File: config.mk
export PLATFORM = sky130hd
export DESIGN_NAME = dns_response_address_extractor_core
export DESIGN_NICKNAME = d
export VERILOG_FILES = /design/src/design/dnsae_pkg.sv /design/src/design/dns_response_address_extractor_core.sv
export SDC_FILE = /design/constraint.sdc
export NUM_CORES = 1
export LEC_CHECK = 0
export ABC_CLOCK_PERIOD_IN_PS = 4400
export BUFFER_PORTS_ARGS = -buffer_cell sky130_fd_sc_hd__buf_2
export CORE_ASPECT_RATIO = 1.2
export CORE_MARGIN = 1.5
export CORE_UTILIZATION = 41
export DETAILED_ROUTE_END_ITERATION = 10
export MAX_ROUTING_LAYER = met4
export PLACE_DENSITY = 0.69
export SLEW_MARGIN = 20
export SYNTH_ARGS = -nofsm -noshare
export SYNTH_HDL_FRONTEND = slang
export SYNTH_SLANG_ARGS = --single-unit
File: constraint.sdc
create_clock -name clk -period 4.4 [get_ports clk]
set_input_delay 0.44 -clock clk [delete_from_list [all_inputs] [get_ports clk]]
set_output_delay 0.44 -clock clk [all_outputs]
set_load 0.05 [all_outputs]
File: src/design/dnsae_pkg.sv
// ----------------------------------------------------------------------------
// dnsae_pkg
// Shared types, parse phase codes and DNS constants for the response address
// extractor.
// ----------------------------------------------------------------------------
package dnsae_pkg;

  // parse phase codes
  localparam logic [3:0] PH_HEADER  = 4'd0;
  localparam logic [3:0] PH_QLABEL  = 4'd1;
  localparam logic [3:0] PH_QSKIP   = 4'd2;
  localparam logic [3:0] PH_QFOOT   = 4'd3;
  localparam logic [3:0] PH_ANAME   = 4'd4;
  localparam logic [3:0] PH_ALSKIP  = 4'd5;
  localparam logic [3:0] PH_APTR    = 4'd6;
  localparam logic [3:0] PH_AFIXED  = 4'd7;
  localparam logic [3:0] PH_AADDR   = 4'd8;
  localparam logic [3:0] PH_ARDSKIP = 4'd9;
  localparam logic [3:0] PH_DONE    = 4'd10;
  localparam logic [3:0] PH_FAIL    = 4'd11;

  // configuration register indexes
  localparam logic CFG_MAX_ADDRESSES = 1'b0;
  localparam logic CFG_EXPECTED_ID   = 1'b1;

  // result kinds
  localparam logic KIND_ADDR    = 1'b0;
  localparam logic KIND_SUMMARY = 1'b1;

  localparam logic [15:0] TYPE_A        = 16'd1;
  localparam logic [15:0] TYPE_AAAA     = 16'd28;
  localparam logic [15:0] RR_CLASS_INET = 16'h0001;
  localparam logic [7:0]  PTR_MASK      = 8'hc0;

  localparam logic [3:0] HDR_LAST_BYTE = 4'd11;
  localparam logic [3:0] QFOOT_LAST    = 4'd3;
  localparam logic [3:0] AFIXED_LAST   = 4'd9;
  localparam logic [3:0] V4_LAST_POS   = 4'd3;
  localparam logic [3:0] V6_LAST_POS   = 4'd15;

  typedef struct packed {
    logic       kind;
    logic [7:0] record_number;
    logic [3:0] byte_position;
    logic [7:0] addr_byte;
    logic       is_ipv6;
    logic       record_done;
    logic [7:0] address_count;
    logic       header_ok;
  } result_t;

  // phase on entry to the next answer record
  function automatic logic [3:0] start_record_phase(input logic [15:0] answers,
                                                    input logic [7:0]  accepted,
                                                    input logic [7:0]  max_addr);
    if ((answers == 16'd0) || (accepted >= max_addr)) begin
      return PH_DONE;
    end
    return PH_ANAME;
  endfunction

  // big-endian 16-bit field assembly, one byte at a time
  function automatic logic [15:0] put_word(input logic [15:0] w,
                                           input logic        odd,
                                           input logic [7:0]  b);
    if (!odd) begin
      return {b, 8'h00};
    end
    return {w[15:8], b};
  endfunction

endpackage

File: src/design/dns_response_address_extractor_core.sv
// ----------------------------------------------------------------------------
// dns_response_address_extractor_core
// Parses a DNS response byte stream and emits A/AAAA address bytes plus an
// end-of-packet summary.
// ----------------------------------------------------------------------------
// Usage:
//   in_*   : one packet byte per request, in_tlast on the final byte.
//   out_*  : zero, one or two results per request. out_tuser[0] = 0 for an
//            address byte, 1 for the end-of-packet summary; out_tlast marks
//            the final byte of an address.
//   cfg_*  : register writes (0 = max_addresses, 1 = expected_id), always
//            ready; write only while the block is idle.
// Latency: a result appears on out_* the cycle after its input byte.
// Throughput: one byte per cycle while in_tready is high. A final byte that also
//   carries an address byte yields two results; the block then holds off the
//   next byte until the single output port has drained the first of them.
// Reset: parser returns to the header phase, output buffer empties,
//   max_addresses and expected_id go to 1.
// Stall: results wait in the two-entry output buffer; in_tready drops once
//   the buffer cannot take the worst case of two results from the next byte.
module dns_response_address_extractor_core (
  input  logic        clk,
  input  logic        rst_n,
  input  logic        in_tvalid,
  output logic        in_tready,
  input  logic [7:0]  in_tdata,   // [7:0] data_byte
  input  logic        in_tlast,   // packet_end
  output logic        out_tvalid,
  input  logic        out_tready,
  output logic [31:0] out_tdata,  // [7:0] record_number, [11:8] byte_position,
                                  // [19:12] addr_byte, [27:20] address_count,
                                  // [28] header_ok, [31:29] zero
  output logic [1:0]  out_tuser,  // [0] kind, [1] is_ipv6
  output logic        out_tlast,  // record_done
  input  logic        cfg_valid,
  output logic        cfg_ready,
  input  logic        cfg_index,
  input  logic [15:0] cfg_data
);
  import dnsae_pkg::*;

  logic [7:0]  max_addr_r;
  logic [15:0] expected_id_r;

  logic [3:0]  phase_r,    phase_nxt;
  logic [3:0]  fbc_r,      fbc_nxt;
  logic [15:0] id_r,       id_nxt;
  logic [15:0] flags_r,    flags_nxt;
  logic [15:0] qleft_r,    qleft_nxt;
  logic [15:0] aleft_r,    aleft_nxt;
  logic [15:0] skip_r,     skip_nxt;
  logic [15:0] rtype_r,    rtype_nxt;
  logic [15:0] rclass_r,   rclass_nxt;
  logic [15:0] rlen_r,     rlen_nxt;
  logic [7:0]  acc_r,      acc_nxt;

  logic        in_acc;
  logic        pop;
  logic        hdr_ok;
  logic        v6;
  logic        addr_done;
  logic        sum_ok;
  logic [15:0] len_now;
  logic [15:0] aleft_dec;
  logic [15:0] skip_dec;
  logic [15:0] qleft_dec;
  logic [7:0]  acc_inc;
  logic [7:0]  b;

  logic        emit_addr;
  logic        emit_sum;
  result_t     res_addr;
  result_t     res_sum;

  // two-entry output buffer, slot0 is the head
  logic [1:0]  cnt_r;
  result_t     slot0_r;
  result_t     slot1_r;

  // accepted count as it stands after this byte, before the end-of-packet clear
  function automatic logic [7:0] acc_nxt_pre_clear(input logic [7:0] acc,
                                                   input logic [7:0] inc,
                                                   input logic       addr,
                                                   input logic       done);
    return (addr && done) ? inc : acc;
  endfunction

  assign b         = in_tdata;
  assign cfg_ready = 1'b1;
  assign pop       = out_tvalid && out_tready;
  assign in_tready = (cnt_r == 2'd0) || ((cnt_r == 2'd1) && out_tready);
  assign in_acc    = in_tvalid && in_tready;

  assign hdr_ok = (id_r == expected_id_r) && flags_r[15] &&
                  (flags_r[14:11] == 4'd0) && (flags_r[3:0] == 4'd0);
  assign len_now   = {rlen_r[15:8], b};
  assign aleft_dec = aleft_r - 16'd1;
  assign skip_dec  = skip_r - 16'd1;
  assign qleft_dec = qleft_r - 16'd1;
  assign acc_inc   = acc_r + 8'd1;
  assign v6        = (rtype_r == TYPE_AAAA);
  assign addr_done = fbc_r >= (v6 ? V6_LAST_POS : V4_LAST_POS);

  always_comb begin
    phase_nxt  = phase_r;
    fbc_nxt    = fbc_r;
    id_nxt     = id_r;
    flags_nxt  = flags_r;
    qleft_nxt  = qleft_r;
    aleft_nxt  = aleft_r;
    skip_nxt   = skip_r;
    rtype_nxt  = rtype_r;
    rclass_nxt = rclass_r;
    rlen_nxt   = rlen_r;
    acc_nxt    = acc_r;
    emit_addr  = 1'b0;
    emit_sum   = 1'b0;
    sum_ok     = 1'b0;

    res_addr               = '0;
    res_addr.kind          = KIND_ADDR;
    res_addr.record_number = acc_r;
    res_addr.byte_position = fbc_r;
    res_addr.addr_byte     = b;
    res_addr.is_ipv6       = v6;
    res_addr.record_done   = addr_done;

    if (in_acc) begin
      unique case (phase_r)
        PH_HEADER: begin
          if (!fbc_r[3]) begin
            unique case (fbc_r[2:1])
              2'd0:    id_nxt    = put_word(id_r, fbc_r[0], b);
              2'd1:    flags_nxt = put_word(flags_r, fbc_r[0], b);
              2'd2:    qleft_nxt = put_word(qleft_r, fbc_r[0], b);
              default: aleft_nxt = put_word(aleft_r, fbc_r[0], b);
            endcase
          end
          if (fbc_r >= HDR_LAST_BYTE) begin
            fbc_nxt = '0;
            if (!hdr_ok) begin
              phase_nxt = PH_FAIL;
            end else if (qleft_r == 16'd0) begin
              phase_nxt = start_record_phase(aleft_r, acc_r, max_addr_r);
            end else begin
              phase_nxt = PH_QLABEL;
            end
          end else begin
            fbc_nxt = fbc_r + 4'd1;
          end
        end
        PH_QLABEL: begin
          if (b == 8'd0) begin
            fbc_nxt   = '0;
            phase_nxt = PH_QFOOT;
          end else begin
            skip_nxt  = {8'd0, b};
            phase_nxt = PH_QSKIP;
          end
        end
        PH_QSKIP, PH_ALSKIP: begin
          skip_nxt = skip_dec;
          if (skip_dec == 16'd0) begin
            phase_nxt = (phase_r == PH_QSKIP) ? PH_QLABEL : PH_ANAME;
          end
        end
        PH_QFOOT: begin
          if (fbc_r >= QFOOT_LAST) begin
            fbc_nxt   = '0;
            qleft_nxt = qleft_dec;
            if (qleft_dec == 16'd0) begin
              phase_nxt = start_record_phase(aleft_r, acc_r, max_addr_r);
            end else begin
              phase_nxt = PH_QLABEL;
            end
          end else begin
            fbc_nxt = fbc_r + 4'd1;
          end
        end
        PH_ANAME: begin
          if (b == 8'd0) begin
            fbc_nxt   = '0;
            phase_nxt = PH_AFIXED;
          end else if ((b & PTR_MASK) != 8'd0) begin
            phase_nxt = PH_APTR;
          end else begin
            skip_nxt  = {8'd0, b};
            phase_nxt = PH_ALSKIP;
          end
        end
        PH_APTR: begin
          fbc_nxt   = '0;
          phase_nxt = PH_AFIXED;
        end
        PH_AFIXED: begin
          // type, class, ttl (ignored), rdlength
          if (fbc_r < 4'd2) begin
            rtype_nxt = put_word(rtype_r, fbc_r[0], b);
          end else if (fbc_r < 4'd4) begin
            rclass_nxt = put_word(rclass_r, fbc_r[0], b);
          end else if (fbc_r >= 4'd8) begin
            rlen_nxt = put_word(rlen_r, fbc_r[0], b);
          end
          if (fbc_r >= AFIXED_LAST) begin
            fbc_nxt = '0;
            if ((rclass_r == RR_CLASS_INET) &&
                (((rtype_r == TYPE_A) && (len_now == 16'd4)) ||
                 ((rtype_r == TYPE_AAAA) && (len_now == 16'd16)))) begin
              phase_nxt = PH_AADDR;
            end else if (len_now == 16'd0) begin
              aleft_nxt = aleft_dec;
              phase_nxt = start_record_phase(aleft_dec, acc_r, max_addr_r);
            end else begin
              skip_nxt  = len_now;
              phase_nxt = PH_ARDSKIP;
            end
          end else begin
            fbc_nxt = fbc_r + 4'd1;
          end
        end
        PH_AADDR: begin
          emit_addr = 1'b1;
          if (addr_done) begin
            fbc_nxt   = '0;
            acc_nxt   = acc_inc;
            aleft_nxt = aleft_dec;
            phase_nxt = start_record_phase(aleft_dec, acc_inc, max_addr_r);
          end else begin
            fbc_nxt = fbc_r + 4'd1;
          end
        end
        PH_ARDSKIP: begin
          skip_nxt = skip_dec;
          if (skip_dec == 16'd0) begin
            aleft_nxt = aleft_dec;
            phase_nxt = start_record_phase(aleft_dec, acc_r, max_addr_r);
          end
        end
        default: begin
        end
      endcase

      if (in_tlast) begin
        emit_sum   = 1'b1;
        sum_ok     = (phase_nxt != PH_HEADER) && (phase_nxt != PH_FAIL);
        phase_nxt  = PH_HEADER;
        fbc_nxt    = '0;
        id_nxt     = '0;
        flags_nxt  = '0;
        qleft_nxt  = '0;
        aleft_nxt  = '0;
        skip_nxt   = '0;
        rtype_nxt  = '0;
        rclass_nxt = '0;
        rlen_nxt   = '0;
        acc_nxt    = '0;
      end
    end

    res_sum               = '0;
    res_sum.kind          = KIND_SUMMARY;
    res_sum.address_count = sum_ok ? acc_nxt_pre_clear(acc_r, acc_inc, emit_addr,
                                                       addr_done) : 8'd0;
    res_sum.header_ok     = sum_ok;
  end

  always_ff @(posedge clk) begin
    if (!rst_n) begin
      max_addr_r    <= 8'd1;
      expected_id_r <= 16'd1;
    end else if (cfg_valid && cfg_ready) begin
      case (cfg_index)
        CFG_MAX_ADDRESSES: max_addr_r    <= cfg_data[7:0];
        default:           expected_id_r <= cfg_data;
      endcase
    end
  end

  always_ff @(posedge clk) begin
    if (!rst_n) begin
      phase_r  <= PH_HEADER;
      fbc_r    <= '0;
      id_r     <= '0;
      flags_r  <= '0;
      qleft_r  <= '0;
      aleft_r  <= '0;
      skip_r   <= '0;
      rtype_r  <= '0;
      rclass_r <= '0;
      rlen_r   <= '0;
      acc_r    <= '0;
    end else begin
      phase_r  <= phase_nxt;
      fbc_r    <= fbc_nxt;
      id_r     <= id_nxt;
      flags_r  <= flags_nxt;
      qleft_r  <= qleft_nxt;
      aleft_r  <= aleft_nxt;
      skip_r   <= skip_nxt;
      rtype_r  <= rtype_nxt;
      rclass_r <= rclass_nxt;
      rlen_r   <= rlen_nxt;
      acc_r    <= acc_nxt;
    end
  end

  // output buffer count; a request is taken when the buffer is empty or its
  // single entry leaves in the same cycle
  always_ff @(posedge clk) begin
    if (!rst_n) begin
      cnt_r <= '0;
    end else if (in_acc && (emit_addr || emit_sum)) begin
      cnt_r <= (emit_addr && emit_sum) ? 2'd2 : 2'd1;
    end else if (pop) begin
      cnt_r <= cnt_r - 2'd1;
    end
  end

  always_ff @(posedge clk) begin
    if (in_acc && (emit_addr || emit_sum)) begin
      slot0_r <= emit_addr ? res_addr : res_sum;
      slot1_r <= res_sum;
    end else if (pop) begin
      slot0_r <= slot1_r;
    end
  end

  assign out_tvalid = (cnt_r != 2'd0);
  assign out_tdata  = {3'd0, slot0_r.header_ok, slot0_r.address_count,
                       slot0_r.addr_byte, slot0_r.byte_position,
                       slot0_r.record_number};
  assign out_tuser  = {slot0_r.is_ipv6, slot0_r.kind};
  assign out_tlast  = slot0_r.record_done;

endmodule
Word-level counts from Yosys, hierarchy flattened
Index checks and enable logic that the tools add are counted.
{"block": "op_classes", "order_cmp": 9, "bitwise_logic": 1, "n_reduce_logical": 75, "addsub": 6, "n_eq_ne": 38, "muxes": 153}
{"operator": "$mux 16", "count": 47}
{"operator": "$pmux 16 s4", "count": 2}
{"operator": "$mux 4", "count": 28}
{"operator": "$logic_not 16->1", "count": 6}
{"operator": "$mux 32", "count": 3}
{"operator": "$mux 1", "count": 59}
{"operator": "$sub 16x1->16 const B", "count": 3}
{"operator": "$ne 3x3->1 const B", "count": 14}
{"operator": "$mux 8", "count": 5}
{"operator": "$pmux 4 s9", "count": 1}
{"operator": "$eq 16x1->1 const B", "count": 2}
{"operator": "$eq 16x5->1 const B", "count": 2}
{"operator": "$pmux 16 s2", "count": 1}
{"operator": "$reduce_bool 2->1", "count": 16}
{"operator": "$pmux 4 s6", "count": 1}
{"operator": "$reduce_and 5->1", "count": 4}
{"operator": "$eq 16x16->1", "count": 1}
{"operator": "$eq 16x3->1 const B", "count": 1}
{"operator": "$eq 4x3->1 const B", "count": 4}
{"operator": "$ge 8x8->1", "count": 2}
{"operator": "$reduce_and 4->1", "count": 4}
{"operator": "$logic_and 1x1->1", "count": 13}
{"operator": "$ge 4x4->1 const B", "count": 3}
{"operator": "$logic_not 4->1", "count": 3}
{"operator": "35 further kinds", "count": 57}
{"block": "totals", "inputBits": 31, "out_inout_bits": 38, "word_cells": 312, "register_bits": 199}

Longest topological paths before layout
{"block": "logic_depth", "depth_word": 22, "ltp_mapped": 15, "depth_no_buf": 15}

Worst setup path before layout
Ideal clock, no wire load.
{"block": "synth_path", "kind": "register -> register", "startpoint": "reg acc_r[2]", "endpoint": "reg slot0_r, in the netlist out_tdata[20] (data pin)", "t_arrival_ns": 3.208, "path_slack_ns": 0.929, "stages_incl_launch_ff": 16, "synth_period_minus_slack_ns": 3.471, "n_path_buf": 0, "required_ns": 4.137, "cell_sequence": "dfxtp_1 -> and3_1 -> and3_1 -> nand3_1 -> xnor2_1 -> ha_1 -> a21oi_1 -> o21ai_0 -> a21oi_1 -> nor3_1 -> a2111oi_0 -> o211a_1 -> a32oi_1 -> or3_4 -> a21oi_4 -> o21ai_1"}
{"block": "synth_between", "elab_chain_len": 21}
{"item": "start: declaration", "line_no": "dns_response_address_extractor_core.sv:55", "source": "logic [7:0] acc_r, acc_nxt;"}
{"item": "start signal: assignment", "line_no": "dns_response_address_extractor_core.sv:303", "source": "acc_r <= acc_nxt;"}
{"item": "parallel branches: the longest is 12 deep, another holds $add 8x1->8"}
{"item": "$pmux 4 s9 *", "line_no": "dns_response_address_extractor_core.sv:129", "source": "unique case (phase_r)"}
{"item": "$mux 4 *", "line_no": "dns_response_address_extractor_core.sv:128", "source": "if (in_acc) begin"}
{"item": "$ne 4x4->1 / $reduce_bool 4->1 (equally long branches)", "line_no": "dns_response_address_extractor_core.sv:245", "source": "sum_ok = (phase_nxt != PH_HEADER) && (phase_nxt != PH_FAIL);"}
{"item": "$logic_and 1x1->1 *", "line_no": "dns_response_address_extractor_core.sv:245"}
{"item": "$mux 1 *", "line_no": "dns_response_address_extractor_core.sv:243", "source": "if (in_tlast) begin"}
{"item": "$mux 1 *", "line_no": "dns_response_address_extractor_core.sv:128"}
{"item": "$mux 8 *", "line_no": "dns_response_address_extractor_core.sv:262", "source": "res_sum.address_count = sum_ok ? acc_nxt_pre_clear(acc_r, acc_inc, emit_addr,"}
{"item": "$mux 32 *", "line_no": "dns_response_address_extractor_core.sv:321", "source": "slot0_r <= emit_addr ? res_addr : res_sum;"}
{"item": "$mux 32 *", "line_no": "dns_response_address_extractor_core.sv:320", "source": "if (in_acc && (emit_addr || emit_sum)) begin"}
{"item": "end signal: assignment", "line_no": "dns_response_address_extractor_core.sv:321"}
{"item": "end signal: assignment", "line_no": "dns_response_address_extractor_core.sv:324", "source": "slot0_r <= slot1_r;"}
{"item": "end: declaration", "line_no": "dns_response_address_extractor_core.sv:77", "source": "result_t slot0_r;"}
Every way passes the cells marked *. The select of a mux whose other input is x is not followed.
A chain may end at the register's enable or synchronous reset.

Worst setup path after layout
{"block": "layout_path", "startpoint": "reg acc_r[0]", "endpoint": "reg slot0_r, in the netlist out_tdata[20] (data pin)"}
{"block": "layout_between", "elab_chain_len": 21}
{"item": "parallel branches: the longest is 18 deep, another holds $add 8x1->8"}
{"item": "$mux 8 *", "line_no": "dns_response_address_extractor_core.sv:262"}
{"item": "$mux 32 *", "line_no": "dns_response_address_extractor_core.sv:321"}
{"item": "$mux 32 *", "line_no": "dns_response_address_extractor_core.sv:320"}
Marked as above.

==> run_results.csv <==
group,metric,value,unit
status,outcome,"finished clean",
placement,place_area,0.01141,mm^2
logic_synthesis,post_synth_num_cell_types,80,
logic_synthesis,async_flop_share,0,%
clock_network,post_cts.repair.setup_buffers,0,
setup_path,slowest_delay,450,ps
floorplan,initial_core_util,41.57,%
global_route,antenna_found_initial,0,
power_and_ir_drop,power.density,393.4,mW/mm^2
setup_path,crit_chain,"ha_1 > and3_1 > and3_1 > xor2_1 > ha_1 > nand2_1 > o21ai_0 > a21oi_1 > nor3_1 > a2111oi_0 > o211a_1 > a32oi_1 > or3_4 > a21oi_4 > o21ai_1",
final_layout,stdcell_area,0.01196,mm^2
logic_synthesis,postSynthCellCount,1357,
floorplan,core,0.02619,mm^2
placement,place_hpwl,21.65,mm
power_and_ir_drop,seqPwrFrac,43.6,%
setup_path,r2r-end,"out_tdata[20]$_DFFE_PP_",
clock_network,cts_sinks,196,
routing,routed_wl,30.87,mm
worst_hold_path,holdPathEnd,"expected_id_r[11]$_SDFFE_PN0P_",
setup_path,required,4590,ps
routing,drtPass1Iterations,6,
sta,clock_skew,16.97,ps
power_and_ir_drop,switching_share,34.59,%
floorplan,dieWidth,151.8,um
clock_network,root_buffer,"clkbuf_16",
sta,setup_viol,0,
floorplan,die_y,181.5,um
routing,ant_nets,0,
power_and_ir_drop,internal-power,0.003079,W
worst_hold_path,whs_path_depth,3,
sta,tightest_slew,1149,ps
logic_synthesis,synth_edf_count,41,
floorplan,dieArea,0.02754,mm^2
setup_path,critical_path_class,"reg -> reg",
sta,finalCriticalPeriod,3966,ps
setup_path,slowest_stage,"dfxtp_1",
setup_path,crit_path_end_kind,"register",
logic_synthesis,synth_seq_cells,196,
sta,slew_violations,0,
power_and_ir_drop,clockPowerShare,32.3,%
setup_path,reg2reg_depth,15,
routing,route.detailed.drc,0,
placement,routabilityCongestion,0.9753,
sta,finalHoldViolations,0,
global_route,overflow,0,
sta,rsz0062_at_grt,"no",
placement,io_buffer_count,64,
routing,drtIter0Drc,888,
clock_network,cts_resized,0,
routing,vias,10088,
final_layout,mostFrequentLayoutCell,"nor2_1",
global_route,grt_usage,23.11,%
routing,vias_per_cell,5.896,
logic_synthesis,syn_area_per_cell,8.023,um^2
worst_hold_path,hp-start,"cfg_data[11]",
setup_path,rrSetupSlack,430,ps
sta,fin_crit_sh,90.13,%
clock_network,cts-htree-levels,4,
setup_path,path_max_fanout,10,
final_layout,mostFrequentLayoutCells,"181 x nor2_1, 155 x dfxtp_1, 146 x nand2_1, 125 x a21oi_1, 64 x buf_2",
sta,max_freq,252.2,MHz
clock_network,cts_tree,"yes",
global_route,grt_pass1_vias,9299,
setup_path,path_buf_inv,0,
logic_synthesis,synthFlopType,"dfxtp_1",
final_layout,drive_above_1_share,11.13,%
final_layout,fin_nets,1424,
clock_network,cts_hold_buffers,0,
setup_path,start_kind,"register",
clock_network,cts_buffer_depth,2,
routing,wl_per_cell,18.04,um
setup_path,r2r_start,"acc_r[0]$_SDFFE_PN0P_",
power_and_ir_drop,netSwitchingPower,0.001628,W
logic_synthesis,netlist_area,0.01089,mm^2
setup_path,crit_family,"compound AO/OA/AOI/OAI gates",
clock_network,path_clk_slew,80,ps
power_and_ir_drop,vdd_drop_max,0.2003,mV
final_layout,area_delta_synth_final,9.896,%
job,drv_cap,0,
floorplan,ios,69,
logic_synthesis,ys_seq_area_share,39.81,%
power_and_ir_drop,combPwrFrac,24.1,%
sta,max_slew_margin,22.83,%
global_route,grt_first_pass_wirelength,48.71,mm
setup_path,arrival,4160,ps
global_route,grt_max_degree,52,
sta,tns,0,ps
clock_network,cts_inserted_buffers,17,
floorplan,rows,65,
worst_hold_path,hold_class,"in -> reg",
power_and_ir_drop,cellLeakagePower,4.502,nW
logic_synthesis,yosysWarnings,0,
clock_network,clock_latency,460,ps
[sequential cells by signal (all words and copies together) (netlist names), 8 cells and up]
signal / flops
skip_r: 16
rlen_r: 8
out_tdata: 29
acc_r: 8
aleft_r: 16
id_r: 16
expected_id_r: 16
flags_r: 9
slot1_r: 9
rtype_r: 16
rclass_r: 16
max_addr_r: 8
qleft_r: 16
[cells in the mapped netlist (5+ instances only)]
cell type	number	share of area [%]
a211oi_1	6	0.41
a21oi_1	125	5.7
a22oi_1	41	2.8
a311oi_1	8	0.64
a31oi_1	7	0.40
a32oi_1	10	0.80
and2_1	22	1.3
and3_1	28	1.6
clkbuf_1	91	3.1
dfxtp_1	155	29
edfxtp_1	41	11
ha_1	31	3.6
inv_1	30	1.0
mux2i_1	12	1.1
nand2_1	146	5.0
nand2b_1	12	0.69
nand3_1	36	1.7
nand3b_1	5	0.34
nand4_1	12	0.69
nor2_1	181	6.2
nor2b_1	10	0.57
nor3_1	44	2.0
nor4_1	25	1.4
o21a_1	9	0.62
o21ai_0	56	2.6
o21ai_1	18	0.83
o21bai_1	5	0.34
o221a_2	9	0.93
o31a_1	6	0.48
or2_2	9	0.52
or3_1	20	1.1
or4_1	10	0.69
xnor2_1	30	2.4
xor2_1	21	1.7
[tightest hold or removal path, cell delays in order]
cell and delay [ps]:
buf_2 100, nand2_1 40, a21oi_1 50
[final cells by class]
class,count,area (um^2)
Antenna cell,1,2.502
Clock buffer,19,442.9
Clock inverter,13,112.6
Fill cell,2642,14220
Inverter,31,118.9
Multi-Input combinational cell,1029,6041
Sequential cell,196,4334
Tap cell,335,419.2
Timing Repair Buffer,87,493.0
[worst max path at each step]
stage	from	endpoint	slack, ps	depth (start not counted)
after floorplan	acc_r[2]$_SDFFE_PN0P_	out_tdata[20]$_DFFE_PP_	930	15
after global placement	acc_r[2]$_SDFFE_PN0P_	out_tdata[25]$_DFFE_PP_	600	15
after detailed placement	acc_r[0]$_SDFFE_PN0P_	out_tdata[20]$_DFFE_PP_	510	15
after CTS	acc_r[0]$_SDFFE_PN0P_	out_tdata[20]$_DFFE_PP_	500	15
after global routing	acc_r[0]$_SDFFE_PN0P_	out_tdata[20]$_DFFE_PP_	40	15
final	acc_r[0]$_SDFFE_PN0P_	out_tdata[20]$_DFFE_PP_	430	15
[kinds of logic (layout without fill, tap and decap cells)]
kind of cell             Yosys count  count (layout)  share of synthesized area [%]
AO/OA/AOI/OAI                    347             347                          20.48
XOR/XNOR                          52              52                          4.252
adder cells (fa/ha/maj)           31              31                          3.563
buffers and inverters            134             150                          4.804
flip-flops                       196             196                          39.81
multiplexers                      13              13                          1.207
other                              2               5                        0.06898
AND/OR/NAND/NOR                  582             582                          25.81
[metal layers]
metal / wire, um / vias to the layer above / track usage [%] / share of wire [%]
li1: - / 4863 / - / -
met1: 13280 / 4767 / 28.76 / 43
met2: 14710 / 370 / 36.33 / 48
met3: 1647 / 88 / 3.191 / 5.3
met4: 1226 / 0 / 11.69 / 4.0
met5: 0 / - / - / 0
[per-stage QoR]
step / std cells / total power [W] / setup WS (ps) / hold slack, ps / utilization, %
2_1_floorplan: 1359 / 0.002930 / 929.0 / 436.0 / -
3_3_place_gp: 1678 / 0.003199 / 598.3 / 443.5 / 43.54
3_5_place_dp: 1678 / 0.003213 / 509.0 / 448.3 / 43.55
4_1_cts: 1710 / 0.004713 / 496.9 / 210.7 / 45.68
5_1_grt: 1710 / 0.004895 / 42.13 / 232.2 / 45.68
6_report: 1711 / 0.004707 / 434.5 / 218.3 / 45.69
[power by group through the flow]
stage / Sequential [W] / Combinational (W) / Clock (W)
after floorplan: 0.00226 / 0.000669 / 0
after global placement: 0.00209 / 0.00111 / 0
after detailed placement: 0.00209 / 0.00112 / 0
after CTS: 0.00205 / 0.00113 / 0.00153
after global routing: 0.00207 / 0.00122 / 0.00161
final: 0.00205 / 0.00113 / 0.00152
Power figures use the tool's default switching activity.
